$ cat src/hw/rtl/hst_pkg.sv
// Shared types, constants and helper functions for the hand slot tracker.
package hst_pkg;

    // Q1.15 fixed-point constants.
    localparam logic [15:0] Q_ONE  = 16'd32768;
    localparam logic [15:0] Q_HALF = 16'd16384;
    localparam logic [14:0] W_OLD  = 15'd22938;
    localparam logic [13:0] W_NEW  = 14'd9830;

    // Width of the pre-weighted new score (32768 * 9830 fits in 29 bits).
    localparam int SCORE_W_BITS = 29;

    // Default number of tracking slots.
    localparam int SLOT_COUNT_DEF = 2;

    // Configuration register indexes.
    localparam int CFG_IDX_BITS = 8;
    localparam logic [CFG_IDX_BITS-1:0] CFG_PRESENCE_THRESHOLD = 8'd0;
    localparam logic [CFG_IDX_BITS-1:0] CFG_LOST_FRAME_LIMIT   = 8'd1;
    localparam logic [CFG_IDX_BITS-1:0] CFG_SWITCH_FRAME_LIMIT = 8'd2;
    localparam logic [CFG_IDX_BITS-1:0] CFG_FLIP_SIDE          = 8'd3;

    // Configuration register reset values.
    localparam logic [15:0] PRESENCE_THRESHOLD_RST = 16'd16384;
    localparam logic [7:0]  LOST_FRAME_LIMIT_RST   = 8'd5;
    localparam logic [7:0]  SWITCH_FRAME_LIMIT_RST = 8'd5;

    // Per-slot tracking state.
    typedef struct packed {
        logic        slot_on;
        logic        side_set;
        logic        side_bit;
        logic [15:0] smoothed_score;
        logic [7:0]  contradiction_count;
        logic [7:0]  low_presence_count;
        logic [15:0] last_presence;
    } slot_state_t;

    // Configuration register file.
    typedef struct packed {
        logic [15:0] presence_threshold;
        logic [7:0]  lost_frame_limit;
        logic [7:0]  switch_frame_limit;
        logic        flip_side;
    } hst_cfg_t;

    // Fields of one result item, apart from the slot number.
    typedef struct packed {
        logic        active;
        logic        side_known;
        logic        side_right;
        logic [15:0] right_prob;
        logic [15:0] presence;
    } hst_result_t;

    // Clamp a Q1.15 value to 1.0.
    function automatic logic [15:0] sat_q(input logic [15:0] v);
        return (v > Q_ONE) ? Q_ONE : v;
    endfunction

    // Right probability of a smoothed score, optionally mirrored.
    function automatic logic [15:0] prob_of(input logic [15:0] s, input logic flip);
        logic [16:0] diff;
        diff = {1'b0, Q_ONE} - {1'b0, s};
        return flip ? diff[15:0] : s;
    endfunction

    // Saturating increment of an 8-bit frame counter.
    function automatic logic [7:0] sat_inc8(input logic [7:0] c);
        return (c == 8'hFF) ? c : c + 8'd1;
    endfunction

endpackage

$ cat src/hw/rtl/hand_slot_presence_and_side_tracker_unit.sv
// Top level of the hand slot presence and side tracker.
// Pipeline: a result passes from the input stage register into the output register.
// Throughput: one item per cycle while out_stall does not hold the output register; the slot
// state registers are updated in the same cycle that the result register loads, so consecutive
// items on one slot chain directly. Reset: rst_n clears all slots to inactive, empties both
// pipeline stages and loads the configuration registers with their default values.
module hand_slot_presence_and_side_tracker_unit
    import hst_pkg::*;
#(
    parameter int SLOT_COUNT = SLOT_COUNT_DEF
)
(
    input  logic                    clk,
    input  logic                    rst_n,
    // Input channel
    input  logic                    in_valid,
    output logic                    in_stall,
    input  logic                    slot_index,
    input  logic                    start_track,
    input  logic                    speculative,
    input  logic                    result_valid,
    input  logic [15:0]             presence_in,
    input  logic [15:0]             hand_score_in,
    // Output channel
    output logic                    out_valid,
    input  logic                    out_stall,
    output logic                    slot_out,
    output logic                    slot_active,
    output logic                    side_known,
    output logic                    side_right,
    output logic [15:0]             right_prob,
    output logic [15:0]             presence_out,
    // Configuration write channel
    input  logic                    cfg_valid,
    output logic                    cfg_ready,
    input  logic [CFG_IDX_BITS-1:0] cfg_index,
    input  logic [15:0]             cfg_data
);

    hst_cfg_t                cfg_reg;
    slot_state_t             slot_reg [SLOT_COUNT];

    logic                    s1_valid_reg;
    logic                    s1_slot_reg;
    logic                    s1_start_reg;
    logic                    s1_spec_reg;
    logic                    s1_rv_reg;
    logic [15:0]             s1_pres_reg;
    logic [15:0]             s1_score_reg;
    logic [SCORE_W_BITS-1:0] s1_score_w_reg;

    logic                    out_valid_reg;
    logic                    out_slot_reg;
    hst_result_t             out_result_reg;

    logic                    advance;
    logic                    in_fire;
    logic                    in_range;
    logic [15:0]             score_sat;
    slot_state_t             cur_state;
    slot_state_t             next_state;
    hst_result_t             upd_result;
    hst_result_t             result_next;

    // The output register takes a new result when it is empty or being drained.
    assign advance  = !out_valid_reg || !out_stall;
    assign in_stall = s1_valid_reg && !advance;
    assign in_fire  = in_valid && !in_stall;

    // Configuration writes are always taken.
    assign cfg_ready = 1'b1;

    always_ff @(posedge clk or negedge rst_n)
    begin
        if (!rst_n)
        begin
            cfg_reg.presence_threshold <= PRESENCE_THRESHOLD_RST;
            cfg_reg.lost_frame_limit   <= LOST_FRAME_LIMIT_RST;
            cfg_reg.switch_frame_limit <= SWITCH_FRAME_LIMIT_RST;
            cfg_reg.flip_side          <= 1'b0;
        end
        else if (cfg_valid)
        begin
            unique case (cfg_index)
                CFG_PRESENCE_THRESHOLD: cfg_reg.presence_threshold <= cfg_data;
                CFG_LOST_FRAME_LIMIT:   cfg_reg.lost_frame_limit   <= cfg_data[7:0];
                CFG_SWITCH_FRAME_LIMIT: cfg_reg.switch_frame_limit <= cfg_data[7:0];
                CFG_FLIP_SIDE:          cfg_reg.flip_side          <= cfg_data[0];
                default:                ;
            endcase
        end
    end

    // Input stage: saturate the Q1.15 fields and pre-weight the new score.
    assign score_sat = sat_q(hand_score_in);

    always_ff @(posedge clk or negedge rst_n)
    begin
        if (!rst_n)
        begin
            s1_valid_reg <= 1'b0;
        end
        else if (!in_stall)
        begin
            s1_valid_reg <= in_valid;
        end
    end

    always_ff @(posedge clk)
    begin
        if (in_fire)
        begin
            s1_slot_reg    <= slot_index;
            s1_start_reg   <= start_track;
            s1_spec_reg    <= speculative;
            s1_rv_reg      <= result_valid;
            s1_pres_reg    <= sat_q(presence_in);
            s1_score_reg   <= score_sat;
            s1_score_w_reg <= score_sat * W_NEW;
        end
    end

    // Read the addressed slot; an out-of-range slot reads as cleared.
    assign in_range = (32'(s1_slot_reg) < SLOT_COUNT);

    always_comb
    begin
        cur_state = '0;
        for (int i = 0; i < SLOT_COUNT; i++)
        begin
            if (32'(i) == 32'(s1_slot_reg))
            begin
                cur_state = slot_reg[i];
            end
        end
    end

    hst_slot_update u_update (
        .cur_state      (cur_state),
        .start_track    (s1_start_reg),
        .speculative    (s1_spec_reg),
        .result_valid   (s1_rv_reg),
        .presence       (s1_pres_reg),
        .score          (s1_score_reg),
        .score_weighted (s1_score_w_reg),
        .cfg            (cfg_reg),
        .next_state     (next_state),
        .result         (upd_result)
    );

    assign result_next = in_range ? upd_result : '0;

    // Slot state write-back, in the same cycle as the result transfer into the output.
    always_ff @(posedge clk or negedge rst_n)
    begin
        if (!rst_n)
        begin
            for (int i = 0; i < SLOT_COUNT; i++)
            begin
                slot_reg[i] <= '0;
            end
        end
        else if (s1_valid_reg && advance)
        begin
            for (int i = 0; i < SLOT_COUNT; i++)
            begin
                if (32'(i) == 32'(s1_slot_reg))
                begin
                    slot_reg[i] <= next_state;
                end
            end
        end
    end

    // Output register.
    always_ff @(posedge clk or negedge rst_n)
    begin
        if (!rst_n)
        begin
            out_valid_reg <= 1'b0;
        end
        else if (advance)
        begin
            out_valid_reg <= s1_valid_reg;
        end
    end

    always_ff @(posedge clk)
    begin
        if (s1_valid_reg && advance)
        begin
            out_slot_reg   <= s1_slot_reg;
            out_result_reg <= result_next;
        end
    end

    assign out_valid    = out_valid_reg;
    assign slot_out     = out_slot_reg;
    assign slot_active  = out_result_reg.active;
    assign side_known   = out_result_reg.side_known;
    assign side_right   = out_result_reg.side_right;
    assign right_prob   = out_result_reg.right_prob;
    assign presence_out = out_result_reg.presence;

endmodule

$ cat src/hw/rtl/hst_slot_update.sv
// Single-pass update of one slot's state for one landmark result.
module hst_slot_update
    import hst_pkg::*;
(
    input  slot_state_t              cur_state,
    input  logic                     start_track,
    input  logic                     speculative,
    input  logic                     result_valid,
    input  logic [15:0]              presence,
    input  logic [15:0]              score,
    input  logic [SCORE_W_BITS-1:0]  score_weighted,
    input  hst_cfg_t                 cfg,
    output slot_state_t              next_state,
    output hst_result_t              result
);

    logic [30:0] old_weighted;
    logic [31:0] smooth_sum;
    logic [16:0] smooth_shift;
    logic [15:0] smooth_val;
    logic        low_frame;

    // Smoothing: 0.7 of the old score plus 0.3 of the new, rounded half up.
    assign old_weighted = cur_state.smoothed_score * W_OLD;
    assign smooth_sum   = 32'(old_weighted) + 32'(score_weighted) + 32'(Q_HALF);
    assign smooth_shift = smooth_sum[31:15];
    assign smooth_val   = (smooth_shift > 17'(Q_ONE)) ? Q_ONE : smooth_shift[15:0];

    assign low_frame = (presence < cfg.presence_threshold);

    // Slot state transition.
    always_comb
    begin
        slot_state_t st;
        logic        dropped;
        logic [7:0]  cnt;
        logic        cand;

        st      = cur_state;
        dropped = 1'b0;
        cnt     = '0;
        cand    = 1'b0;

        if (start_track)
        begin
            st         = '0;
            st.slot_on = 1'b1;
        end

        if (st.slot_on)
        begin
            if (!result_valid || (start_track && speculative && low_frame))
            begin
                st = '0;
            end
            else
            begin
                st.last_presence = presence;
                st.smoothed_score = st.side_set ? smooth_val : score;

                // Count low-presence frames and drop the slot at the limit.
                if (low_frame)
                begin
                    cnt = sat_inc8(st.low_presence_count);
                    st.low_presence_count = cnt;
                    if (cnt >= cfg.lost_frame_limit)
                    begin
                        st      = '0;
                        dropped = 1'b1;
                    end
                end
                else
                begin
                    st.low_presence_count = '0;
                end

                // Sticky side with hysteresis on contradicting frames.
                if (!dropped)
                begin
                    cand = (prob_of(st.smoothed_score, cfg.flip_side) > Q_HALF);
                    if (!st.side_set)
                    begin
                        st.side_bit            = cand;
                        st.side_set            = 1'b1;
                        st.contradiction_count = '0;
                    end
                    else if (cand != st.side_bit)
                    begin
                        cnt = sat_inc8(st.contradiction_count);
                        st.contradiction_count = cnt;
                        if (cnt >= cfg.switch_frame_limit)
                        begin
                            st.side_bit            = cand;
                            st.contradiction_count = '0;
                        end
                    end
                    else
                    begin
                        st.contradiction_count = '0;
                    end
                end
            end
        end

        next_state = st;
    end

    // Result fields read zero unless the slot is still tracking.
    always_comb
    begin
        result = '0;
        if (next_state.slot_on)
        begin
            result.active     = 1'b1;
            result.side_known = next_state.side_set;
            result.side_right = next_state.side_bit;
            result.right_prob = prob_of(next_state.smoothed_score, cfg.flip_side);
            result.presence   = next_state.last_presence;
        end
    end

endmodule

$ cat config.mk
export PLATFORM = sky130hd
export DESIGN_NAME = hand_slot_presence_and_side_tracker_unit
export DESIGN_NICKNAME = d
export VERILOG_FILES = /design/src/hw/rtl/hst_pkg.sv /design/src/hw/rtl/hand_slot_presence_and_side_tracker_unit.sv /design/src/hw/rtl/hst_slot_update.sv
export SDC_FILE = /design/constraint.sdc
export NUM_CORES = 1
export LEC_CHECK = 0
export BUFFER_PORTS_ARGS = -buffer_cell sky130_fd_sc_hd__buf_2
export CAP_MARGIN = 30
export CORE_UTILIZATION = 63
export DETAILED_ROUTE_END_ITERATION = 8
export PLACE_DENSITY = 0.82
export REMOVE_ABC_BUFFERS = 1
export SLEW_MARGIN = 20
export SYNTH_ARGS = -nofsm -noshare
export SYNTH_HDL_FRONTEND = slang
export SYNTH_SLANG_ARGS = --single-unit
$ cat constraint.sdc
create_clock -name clk -period 12.2 [get_ports clk]
set_input_delay 1.83 -clock clk [delete_from_list [all_inputs] [get_ports clk]]
set_output_delay 1.83 -clock clk [all_outputs]
set_load 0.05 [all_outputs]
==> qor.csv <==
stage,metric,value,unit
power_and_ir_drop,Max VDD drop,153,uV
hold_path,hold_sp,slot_reg[16],
drt,routed length per placed instance,19.2,um
finish,area added between synthesis and finish,8.66,%
sta,Worst-Margin Slew,955,ps
synthesis,main flop type after synthesis,dfrtp_1,
global_routing,largest net degree at the start of global routing,69,
synthesis,Synth async-reset ratio,51.5,%
finish,Sequential Area,5610,um2
global_routing,vias in the first global route,15900,
synthesis,synthesized area,20200,um2
run_status,outcome,completed,
synthesis,post-synth top area cell,ha_1,
cts,clk sinks,204,
finish,max FFs per register,70,
finish,share of cells above drive strength 1,10.9,%
synthesis,sequential fraction of the synthesis area,27.8,%
placed_design,Placement Setup Slack,375,ps
drt,first drt pass iteration count,5,
finish,Finished Cell Area,21900,um2
global_routing,first-pass GRT wire length,82.3,mm
cts,clk buf depth,3,
worst_setup_path,critical path startpoint category,flop,
placed_design,# port buffers,102,
sta,Layout Skew,19.5,ps
synthesis,largest cells by area after synthesis,"ha_1 18%, edfxtp_1 15%, fa_1 13%, dfrtp_1 12%, inv_1 6.0%",
global_routing,all-layer global routing usage,31.6,%
sta,Final setup violation count,0,
placed_design,placed instance area,21100,um2
sta,period utilization,90.9,%
synthesis,post-synthesis instance total,2119,
cts,cts bufs inserted,23,
finish,Fill cells,2418,
cts,Worst-Skew Late Latency,520,ps
floorplan,Rows,65,
worst_setup_path,element type at the critical path end,flop,
cts,H-Tree Depth,1,
worst_setup_path,CP startpoint,s1_slot_reg,
cts,Root Driver,clkbuf_16,
finish,"commonest non-fill, non-tap cell in the layout",inv_1,
sta,fmax,0.0902,GHz
sta,Final TNS setup,0,ps
power_and_ir_drop,PD cells,201,nW/um2
floorplan,Core Area,31600,um2
drt,Routed Antenna Nets,0,
drt,routed vias,15900,
sta,Fin. Hold Viols,0,
worst_setup_path,"Req. time, crit path",12430,ps
power_and_ir_drop,Leakage Power,11.1,nW
drt,routed wire length,50.6,mm
power_and_ir_drop,switching share of total power,47.7,%
drt,post-DR vias/cell,6.05,
hold_path,Worst Hold Class,reg2reg,
finish,nets@finish,2696,
global_routing,antenna violations before repair,1,
drt,DR iter-0 viols,1155,
worst_setup_path,Worst Path Arrival,11310,ps
power_and_ir_drop,internal cell power,2.30,mW
flow_run,max cap viols,0,
global_routing,total grt overflow,0,
cts,CTS Hold Bufs,0,
placed_design,DP Wirelength,40.4,mm
cts,Worst-path clk slew,60,ps
sta,Slew HR,35.6,%
floorplan,Initial Util,63.9,%
worst_setup_path,CP max-delay cell,fa_1,
floorplan,die height,181,um
finish,most frequent cells in the layout,"324 x inv_1, 289 x ha_1, 191 x nand2_1",
worst_setup_path,worst-path fanout max,16,
drt,Residual DRC,0,
worst_setup_path,"slowest stage delay, CP",580,ps
finish,area of the multi-input gates,13100,um2
synthesis,Synth cell types,88,
cts,CTS tree,done,
floorplan,Die Area,32700,um2
synthesis,top-area cell type share of the netlist area,17.9,%
power_and_ir_drop,Psw,2.10,mW
power_and_ir_drop,Clock power frac,15.1,%
worst_setup_path,Setup Crit Path Kind,reg2reg,
placed_design,Placer Congestion,0.992,
sta,min cycle time layout,11080,ps
floorplan,die width,181,um
synthesis,post-synthesis average cell area,9.52,um2
sta,Final Slew Violations,0,
synthesis,number of synthesized flops with an enable pin,99,
floorplan,io pins,104,
power_and_ir_drop,Combinational Power Share,65.1,%
sta,fin worst setup slack,1120,ps
synthesis,Ys Warns,0,
synthesis,post-synthesis register bit count,204,
worst_setup_path,r2r startpoint,s1_slot_reg,
power_and_ir_drop,sequential share of power,19.8,%
sta,RSZ-0062 raised after global routing,false,
-- what timing repair did --
item,CTS,global route
endpoints found under the setup margin,0,22
resized for setup,0,1
setup buffers,0,10
-- worst max-delay path: cells and delay by family, from the launching register on --
family | cells | cell delay, ps
mux | 1 | 180
compound gates | 11 | 2930
buf+inv | 9 | 1130
simple gates | 11 | 1950
xor+xnor | 2 | 290
fa+ha+maj | 9 | 3910
flops | 1 | 420
-- cells in the mapped netlist, drive strengths merged, types with 12 or more instances --
library cell / count
a21o: 32
a21oi: 106
a22oi: 16
a31oi: 19
and2: 13
and3: 30
buf: 13
clkbuf: 54
dfrtp: 100
edfxtp: 99
fa: 130
ha: 289
inv: 324
mux2: 29
mux2i: 30
nand2: 192
nand2b: 20
nand3: 24
nand4: 17
nor2: 99
nor2b: 39
nor3: 29
nor4: 12
o211ai: 16
o21ai: 117
o21bai: 18
o31ai: 16
xnor2: 56
xor2: 28
-- power groups by stage --
stage / registers (mW) / clock network (mW) / logic [mW]
2_1_floorplan: 0.908 / 0 / 2.08
3_3_place_gp: 0.884 / 0 / 2.74
3_5_place_dp: 0.886 / 0 / 2.79
4_1_cts: 0.874 / 0.674 / 2.82
5_1_grt: 0.879 / 0.702 / 3.20
6_report: 0.873 / 0.665 / 2.87
-- per-layer routing --
layer | routed length [um] | track usage [%] | vias up
li1 | - | - | 7509
met1 | 21100 | 40.5 | 7693
met2 | 24100 | 54.4 | 588
met3 | 3210 | 3.95 | 124
met4 | 2150 | 12.6 | 0
met5 | 0 | 0 | -
-- per-stage QoR --
step / hold WS, ps / instances / utilization [%] / power (mW)
finish: 479 / 2631 / 69.4 / 4.40
global route: 492 / 2631 / 69.4 / 4.78
CTS: 480 / 2618 / 69.1 / 4.37
detailed placement: 465 / 2577 / 66.8 / 3.68
global placement: 456 / 2575 / 66.8 / 3.63
floorplan: 442 / 2054 / - / 2.99
-- worst paths after layout --
path / depth (start not counted) / slack [ps] / to
setup reg to reg: 43 / 1120 / right_prob[13]
min in group asynchronous: 1 / 1310 / cfg_reg[28]
max in group asynchronous: 2 / 9670 / slot_reg[79]
hold reg to reg: 2 / 480 / slot_reg[16]
hold / removal: 2 / 480 / slot_reg[16]
setup / recovery: 43 / 1120 / right_prob[13]
-- cell type report --
class / instances / share of cell area (%)
Antenna cell: 1 / 0.0114
Clock buffer: 29 / 2.82
Clock inverter: 12 / 0.440
Inverter: 324 / 5.55
Multi-Input combinational cell: 1526 / 59.8
Sequential cell: 204 / 25.6
Tap cell: 402 / 2.30
Timing Repair Buffer: 133 / 3.49
-- cells by family after synthesis --
group           Yosys count  synth area share (%)
mux                      59                  3.13
buf+inv                 391                  7.40
xor+xnor                 84                  3.65
fa+ha+maj               419                  30.8
flops                   204                  27.8
compound gates          438                  14.5
simple gates            522                  12.6
other cells               2                0.0372
Note: power is estimated with default switching activity, not from simulation.
